`src/rtl/core/par_pkg.sv`:
```
// Package with the shared types, codes and constants of the panic alert reporter.
package par_pkg;

    // Event kind carried by one input word.
    typedef enum logic [1:0] {
        FUNC_TICK   = 2'd0,
        FUNC_BUTTON = 2'd1,
        FUNC_MIC    = 2'd2,
        FUNC_ACCEL  = 2'd3
    } t_func;

    // Source of a panic as it appears on the result channel.
    typedef enum logic [1:0] {
        KIND_BUTTON = 2'd0,
        KIND_MIC    = 2'd1,
        KIND_ACCEL  = 2'd2
    } t_kind;

    // Register indexes on the configuration port.
    localparam logic [1:0] REG_SUM_LIMIT = 2'd0;
    localparam logic [1:0] REG_CENTER    = 2'd1;
    localparam logic [1:0] REG_EXPIRY    = 2'd2;

    localparam logic [8:0] RST_SUM_LIMIT = 9'd80;
    localparam logic [7:0] RST_CENTER    = 8'h7F;
    localparam logic [7:0] RST_EXPIRY    = 8'd120;

    // Repeats of the same kind are dropped while the count is below this.
    localparam logic [7:0] REPEAT_WINDOW = 8'd10;
    // Position of the tick phase counter at which the next tick reports.
    localparam logic [3:0] PHASE_LAST    = 4'd9;

    // count*262/500 equals (count*SEC_RECIP) >> SEC_SHIFT for every 8-bit count.
    localparam logic [15:0] SEC_RECIP = 16'd34341;
    localparam int          SEC_SHIFT = 16;

    typedef struct packed {
        logic [8:0] sum_limit;
        logic [7:0] center;
        logic [7:0] expiry;
    } t_cfg;

    typedef struct packed {
        logic       valid;
        t_kind      kind;
        logic [7:0] seconds;
    } t_result;

endpackage

```
`src/rtl/core/par_apb_regs.sv`:
```
// Configuration registers of the panic alert reporter behind an APB-style port.
module par_apb_regs (
    input  logic          i_clk,
    input  logic          i_rst_n,
    input  logic          psel,
    input  logic          penable,
    input  logic          pwrite,
    input  logic [3:0]    paddr,
    input  logic [31:0]   pwdata,
    output logic [31:0]   prdata,
    output logic          pready,
    output par_pkg::t_cfg o_cfg
);
    import par_pkg::*;

    logic [8:0] r_sum_limit;
    logic [7:0] r_center;
    logic [7:0] r_expiry;
    logic       wr_en;
    logic [1:0] reg_idx;

    assign pready  = 1'b1;
    assign wr_en   = psel && penable && pwrite;
    assign reg_idx = paddr[3:2];

    always_ff @(posedge i_clk) begin
        if (!i_rst_n) begin
            r_sum_limit <= RST_SUM_LIMIT;
            r_center    <= RST_CENTER;
            r_expiry    <= RST_EXPIRY;
        end else if (wr_en) begin
            unique case (reg_idx)
                REG_SUM_LIMIT: r_sum_limit <= pwdata[8:0];
                REG_CENTER:    r_center    <= pwdata[7:0];
                REG_EXPIRY:    r_expiry    <= pwdata[7:0];
                default:       ;
            endcase
        end
    end

    always_comb begin
        unique case (reg_idx)
            REG_SUM_LIMIT: prdata = {23'd0, r_sum_limit};
            REG_CENTER:    prdata = {24'd0, r_center};
            REG_EXPIRY:    prdata = {24'd0, r_expiry};
            default:       prdata = 32'd0;
        endcase
    end

    assign o_cfg = '{sum_limit: r_sum_limit, center: r_center, expiry: r_expiry};

endmodule

```
`src/rtl/core/par_accel_detect.sv`:
```
// Accelerometer panic detector: sum of absolute axis deviations against the limit.
module par_accel_detect (
    input  logic          [7:0] i_axis_x,
    input  logic          [7:0] i_axis_y,
    input  logic          [7:0] i_axis_z,
    input  par_pkg::t_cfg       i_cfg,
    output logic                o_hit
);
    import par_pkg::*;

    logic [7:0] dev_x;
    logic [7:0] dev_y;
    logic [7:0] dev_z;
    logic [9:0] dev_sum;

    assign dev_x = (i_axis_x >= i_cfg.center) ? (i_axis_x - i_cfg.center)
                                              : (i_cfg.center - i_axis_x);
    assign dev_y = (i_axis_y >= i_cfg.center) ? (i_axis_y - i_cfg.center)
                                              : (i_cfg.center - i_axis_y);
    assign dev_z = (i_axis_z >= i_cfg.center) ? (i_axis_z - i_cfg.center)
                                              : (i_cfg.center - i_axis_z);

    assign dev_sum = {2'b00, dev_x} + {2'b00, dev_y} + {2'b00, dev_z};
    assign o_hit   = dev_sum > {1'b0, i_cfg.sum_limit};

endmodule

```
`src/rtl/core/par_alert_core.sv`:
```
// Alert state of the panic alert reporter and the result of one event word.
module par_alert_core (
    input  logic                i_clk,
    input  logic                i_rst_n,
    input  logic                i_fire,
    input  logic          [1:0] i_func,
    input  logic                i_accel_hit,
    input  par_pkg::t_cfg       i_cfg,
    output par_pkg::t_result    o_result
);
    import par_pkg::*;

    logic        r_active;
    logic [7:0]  r_count;
    logic [3:0]  r_phase;
    t_kind       r_kind;
    logic        r_armed;

    logic        n_active;
    logic [7:0]  n_count;
    logic [3:0]  n_phase;
    t_kind       n_kind;
    logic        n_armed;

    logic        panic;
    t_kind       panic_kind;
    logic        tick_rep;
    logic        new_rep;
    logic [7:0]  cnt_inc;
    logic [23:0] sec_prod;

    assign cnt_inc  = r_count + 8'd1;
    assign sec_prod = {16'd0, cnt_inc} * {8'd0, SEC_RECIP};

    always_comb begin
        n_active   = r_active;
        n_count    = r_count;
        n_phase    = r_phase;
        n_kind     = r_kind;
        n_armed    = r_armed;
        panic      = 1'b0;
        panic_kind = KIND_BUTTON;
        tick_rep   = 1'b0;
        new_rep    = 1'b0;
        if (i_fire) begin
            unique case (t_func'(i_func))
                FUNC_TICK: begin
                    if (r_active) begin
                        n_count  = cnt_inc;
                        n_phase  = (r_phase == PHASE_LAST) ? 4'd0 : r_phase + 4'd1;
                        tick_rep = (r_phase == PHASE_LAST);
                        if (cnt_inc >= i_cfg.expiry) begin
                            n_count  = 8'd0;
                            n_active = 1'b0;
                        end
                    end
                end
                FUNC_BUTTON: begin
                    panic      = 1'b1;
                    panic_kind = KIND_BUTTON;
                end
                FUNC_MIC: begin
                    // The first edge after reset only arms the microphone.
                    panic_kind = KIND_MIC;
                    if (!r_armed) begin
                        n_armed = 1'b1;
                    end else begin
                        panic = 1'b1;
                    end
                end
                FUNC_ACCEL: begin
                    panic      = i_accel_hit;
                    panic_kind = KIND_ACCEL;
                end
                default: ;
            endcase
        end
        if (panic && !(r_active && (r_kind == panic_kind) && (r_count < REPEAT_WINDOW))) begin
            n_active = 1'b1;
            n_kind   = panic_kind;
            n_count  = 8'd0;
            n_phase  = 4'd0;
            new_rep  = 1'b1;
        end
    end

    always_comb begin
        o_result.valid   = tick_rep || new_rep;
        o_result.kind    = new_rep ? panic_kind : r_kind;
        o_result.seconds = new_rep ? 8'd0 : sec_prod[SEC_SHIFT +: 8];
    end

    always_ff @(posedge i_clk) begin
        if (!i_rst_n) begin
            r_active <= 1'b0;
            r_count  <= 8'd0;
            r_phase  <= 4'd0;
            r_kind   <= KIND_BUTTON;
            r_armed  <= 1'b0;
        end else begin
            r_active <= n_active;
            r_count  <= n_count;
            r_phase  <= n_phase;
            r_kind   <= n_kind;
            r_armed  <= n_armed;
        end
    end

endmodule

```
`src/rtl/core/panic_alert_reporter_top.sv`:
```
// Top level of the panic alert reporter: input register, alert logic, result register.
//
// Each input word is one event: a timer tick, a button press, a microphone
// edge or an accelerometer sample (func selects which; the axis fields only
// matter for a sample). A panic produces a zero-second report, and while an
// alert is active every tenth tick produces a report of the elapsed seconds.
// Events that cause no report leave nothing on the result channel.
//
// A word accepted on the input channel lands in an input register; the
// alert logic then handles it and loads the result register once that
// register is free. One word is taken in every cycle while the input is
// not stalled. The alert state is a handful of flops and a small counter;
// the seconds come from one 8 by 16 bit constant multiply in that stage.
//
// When the receiver stalls, the result register holds its word. The input
// register still takes a word, and input stall rises only when that word is
// waiting behind a held result. Reset clears the alert, disarms the
// microphone, restores the register defaults and empties both stages.
// Registers sit at byte addresses 0, 4 and 8 of the configuration port and
// are to be written while the block is idle.
module panic_alert_reporter_top (
    input  logic        i_clk,
    input  logic        i_rst_n,
    // Input channel
    input  logic        i_in_valid,
    output logic        o_in_stall,
    input  logic [1:0]  i_func,
    input  logic [7:0]  i_axis_x,
    input  logic [7:0]  i_axis_y,
    input  logic [7:0]  i_axis_z,
    // Result channel
    output logic        o_out_valid,
    input  logic        i_out_stall,
    output logic [1:0]  o_alert_kind,
    output logic [7:0]  o_seconds_since,
    // Configuration port
    input  logic        psel,
    input  logic        penable,
    input  logic        pwrite,
    input  logic [3:0]  paddr,
    input  logic [31:0] pwdata,
    output logic [31:0] prdata,
    output logic        pready
);
    import par_pkg::*;

    t_cfg       cfg;
    t_result    result;
    logic       accel_hit;
    logic       advance;
    logic       fire;
    logic       in_take;

    logic       r_in_valid;
    logic [1:0] r_func;
    logic [7:0] r_axis_x;
    logic [7:0] r_axis_y;
    logic [7:0] r_axis_z;

    logic       r_out_valid;
    logic [1:0] r_alert_kind;
    logic [7:0] r_seconds;

    // The processing stage moves whenever the result register is free or is
    // being emptied in this cycle.
    assign advance    = !r_out_valid || !i_out_stall;
    assign fire       = r_in_valid && advance;
    assign o_in_stall = r_in_valid && !advance;
    assign in_take    = i_in_valid && !o_in_stall;

    par_apb_regs u_regs (
        .i_clk   (i_clk),
        .i_rst_n (i_rst_n),
        .psel    (psel),
        .penable (penable),
        .pwrite  (pwrite),
        .paddr   (paddr),
        .pwdata  (pwdata),
        .prdata  (prdata),
        .pready  (pready),
        .o_cfg   (cfg)
    );

    par_accel_detect u_accel (
        .i_axis_x (r_axis_x),
        .i_axis_y (r_axis_y),
        .i_axis_z (r_axis_z),
        .i_cfg    (cfg),
        .o_hit    (accel_hit)
    );

    par_alert_core u_core (
        .i_clk       (i_clk),
        .i_rst_n     (i_rst_n),
        .i_fire      (fire),
        .i_func      (r_func),
        .i_accel_hit (accel_hit),
        .i_cfg       (cfg),
        .o_result    (result)
    );

    // Stage valid flags.
    always_ff @(posedge i_clk) begin
        if (!i_rst_n) begin
            r_in_valid  <= 1'b0;
            r_out_valid <= 1'b0;
        end else begin
            if (in_take) begin
                r_in_valid <= 1'b1;
            end else if (advance) begin
                r_in_valid <= 1'b0;
            end
            if (advance) begin
                r_out_valid <= fire && result.valid;
            end
        end
    end

    // Payload registers need no reset.
    always_ff @(posedge i_clk) begin
        if (in_take) begin
            r_func   <= i_func;
            r_axis_x <= i_axis_x;
            r_axis_y <= i_axis_y;
            r_axis_z <= i_axis_z;
        end
        if (advance) begin
            r_alert_kind <= result.kind;
            r_seconds    <= result.seconds;
        end
    end

    assign o_out_valid     = r_out_valid;
    assign o_alert_kind    = r_alert_kind;
    assign o_seconds_since = r_seconds;

endmodule

```
`config.mk`:
```
export PLATFORM = sky130hd
export DESIGN_NAME = panic_alert_reporter_top
export DESIGN_NICKNAME = d
export VERILOG_FILES = /design/src/rtl/core/par_pkg.sv /design/src/rtl/core/par_apb_regs.sv /design/src/rtl/core/par_accel_detect.sv /design/src/rtl/core/par_alert_core.sv /design/src/rtl/core/panic_alert_reporter_top.sv
export SDC_FILE = /design/constraint.sdc
export NUM_CORES = 1
export LEC_CHECK = 0
export ABC_AREA = 1
export BUFFER_PORTS_ARGS = -buffer_cell sky130_fd_sc_hd__clkbuf_2
export CORE_UTILIZATION = 50
export DETAILED_ROUTE_END_ITERATION = 6
export GPL_TIMING_DRIVEN = 0
export PLACE_DENSITY_LB_ADDON = 0.2
export SLEW_MARGIN = 10
export SYNTH_ARGS = -nofsm -noshare
export SYNTH_HDL_FRONTEND = slang
export SYNTH_SLANG_ARGS = --single-unit
```
`constraint.sdc`:
```
create_clock -name i_clk -period 6.95 [get_ports i_clk]
set_input_delay 1.39 -clock i_clk [delete_from_list [all_inputs] [get_ports i_clk]]
set_output_delay 1.39 -clock i_clk [all_outputs]
set_load 0.02 [all_outputs]
```
==> results.yml <==
synth:
  syn-cell-area_mm2: 0.00803
  ys_ff_latch: 79
  ys.warnings.count: 0
  synth_common_cells: "nand2_1, inv_1, ha_1"
  synth_area_leader_cell: "ha_1"
  async_reset_ff_share_pct: 0
  post-synth-top-count-cell: "nand2_1"
  synth_edf_count: 36
  synth_area_leaders: "ha_1, edfxtp_1, dfxtp_1"
  dominantRegCellSynth: "dfxtp_1"
  ys_seq_area_share_pct: 24.2
  synth_cell_types: 52
  syn_avg_cell_area_um2: 7.81
  synth.top_cell.area_share_pct: 21.2
  synthCells: 1028
sta:
  fin_crit_ns: 6.02
  finClkSkew_ns: 0.00960
  finalHoldViolCount: 0
  relSlewSlack_pct: 21.5
  setup_ws_ns: 0.934
  tns_ns: 0
  slew_violations: 0
  rsz0062_at_grt: "false"
  holdWs_ns: 0.480
  fin_crit_sh_pct: 86.6
  max_freq_mhz: 166
  tightestPinTransition_ns: 1.18
  setup_viol: 0
critical_path:
  max_stage_delay_ns: 0.63
  critical_path.slowest_cell: "dfxtp_1"
  critPathArrivalTime_ns: 6.22
  crit_family: "adder cells"
  startpoint: "u_regs.r_center[1]"
  crit_buf_inv: 6
  start_kind: "flop"
  endpoint_kind: "flop"
  reg2reg_from: "u_regs.r_center[1]"
  required_ns: 7.16
  crit_fanout: 10
  crit_type: "reg2reg"
final_layout:
  area_growth_pct: 12.4
  nets: 1345
  final_cells: 1340
  fillers: 1509
  antenna_cells: 0
  layout-drive-gt1-share_pct: 14.4
placed_design:
  portBuffers: 63
  dp_slack_ns: 0.952
  dp.cells: 1324
  gp_congestion: 0.941
  dp_hpwl_um: 15000
drt:
  drcViolationCount: 0
  antenna_left: 0
  wl_um: 18700
  dr.pass1.iters: 5
  drtIter0Drc: 370
  wl_per_cell_um: 14.0
  viasPerCell: 5.11
  vias: 6843
floorplan:
  core-area_mm2: 0.0154
  rows: 45
  fp.dieW_um: 129
  die_y_um: 129
  io_pins: 114
  initial_core_util_pct: 52.1
  die-area_mm2: 0.0166
global_routing:
  gr-total-overflow: 0
  grt_max_degree: 27
  grt_pass1_wl_um: 30700
  first_global_vias: 6561
  grt_use_total_pct: 23.8
  antenna_found_initial: 0
power_and_ir_drop:
  vdd_drop_max_uv: 146
  p_per_area_mw_per_mm2: 197
  power.leakage_nw: 4.86
cts:
  numCtsBuffers: 9
  clock-root-buffer: "clkbuf_16"
  holdBufCountCts: 0
  cts.path.max_buffers: 2
  cts_sinks: 79
  ctsHtreeMaxLevel: 3
  cts_resized: 0
  cts_tree: "built"
  cts_setup_buffers: 0
  clk_pin_slew_ns: 0.07
  insertion_delay_ns: 0.36
status:
  status: "complete, no violations"
hold_path:
  min_path_type: "reg2reg"
  worstHoldStart: "u_core.r_armed"
job:
  max-cap-violations: 0
metal layers:
layer	vias up	share of wire (%)	GRT usage [%]
met2	151	48	42.2
met4	0	3.1	9.55
li1	3544	-	-
met1	3108	45	28.8
met3	40	3.8	3.74
met5	-	0	0
worst paths after layout:
| path | endpoint | slack, ns | depth (start not counted) |
|---|---|---|---|
| hold / removal | u_core.r_armed | 0.48 | 2 |
| setup reg to reg | o_seconds_since[0] | 0.93 | 29 |
| hold reg to reg | u_core.r_armed | 0.48 | 2 |
| setup / recovery | o_seconds_since[0] | 0.93 | 29 |
registers in the layout, indices dropped and copies added (netlist names):
name	cells
u_core.r_kind	2
u_core.r_count	8
u_regs.r_center	8
r_func	2
r_axis_z	8
u_core.r_armed	1
o_alert_kind	2
u_core.r_active	1
u_core.r_phase	4
u_regs.r_sum_limit	9
u_regs.r_expiry	8
o_seconds_since	8
r_in_valid	1
o_out_valid	1
r_axis_x	8
r_axis_y	8
tightest hold or removal path, delay by kind of cell, from the launching register on:
kind,cells,cell delay [ns]
flops,1,0.33
simple gates,2,0.12
area by class of cell:
class	instances	area (um^2)	area share, %
timing repair buffer	63	315	3.49
buffer	38	268	2.97
tap	211	264	2.93
inverter	184	692	7.67
clock inverter	7	106	1.18
multi-input combinational	749	5210	57.8
clock buffer	9	225	2.50
sequential	79	1940	21.5
cells in the final DEF (no fill, tap or decap), drive strengths merged, types with 13 or more instances in the layout:
cell type	netlist	final
edfxtp	36	36
nor2	58	58
o221ai	13	13
clkbuf	3	75
a21oi	90	90
buf	35	35
ha	136	136
nand3	38	38
o211ai	21	21
o21ai	48	48
dfxtp	43	43
inv	181	186
nand2	210	210
conb	2	24
xor2	37	37
fa	16	16
report_power, final:
group | total [mW] | leakage, nW | switching (mW) | internal, mW
Sequential | 0.521 | 0.723 | 0.0131 | 0.507
Clock | 0.550 | 0.163 | 0.227 | 0.323
Combinational | 0.712 | 3.98 | 0.432 | 0.279
Total | 1.78 | 4.86 | 0.672 | 1.11
cell families after synthesis:
logic type                 Yosys count  synth area share, %
and+or+nand+nor                    329                 18.7
AOI/OAI and AO/OA                  194                 14.4
xor gates and xnor gates            49                 5.34
DFF                                 79                 24.2
buffers and inverters              222                 11.9
adders and majority gates          152                 25.2
other                                2               0.0935
muxes                                1                0.125
per-stage QoR:
stage | instance area, um^2 | utilization, % | power [mW]
2_1_floorplan | 8110 | - | 1.09
3_3_place_gp | 8690 | 56.4 | 1.23
3_5_place_dp | 8690 | 56.4 | 1.24
4_1_cts | 9020 | 58.5 | 1.79
5_1_grt | 9020 | 58.5 | 1.93
6_report | 9020 | 58.5 | 1.78
Power figures use the tool's default switching activity.
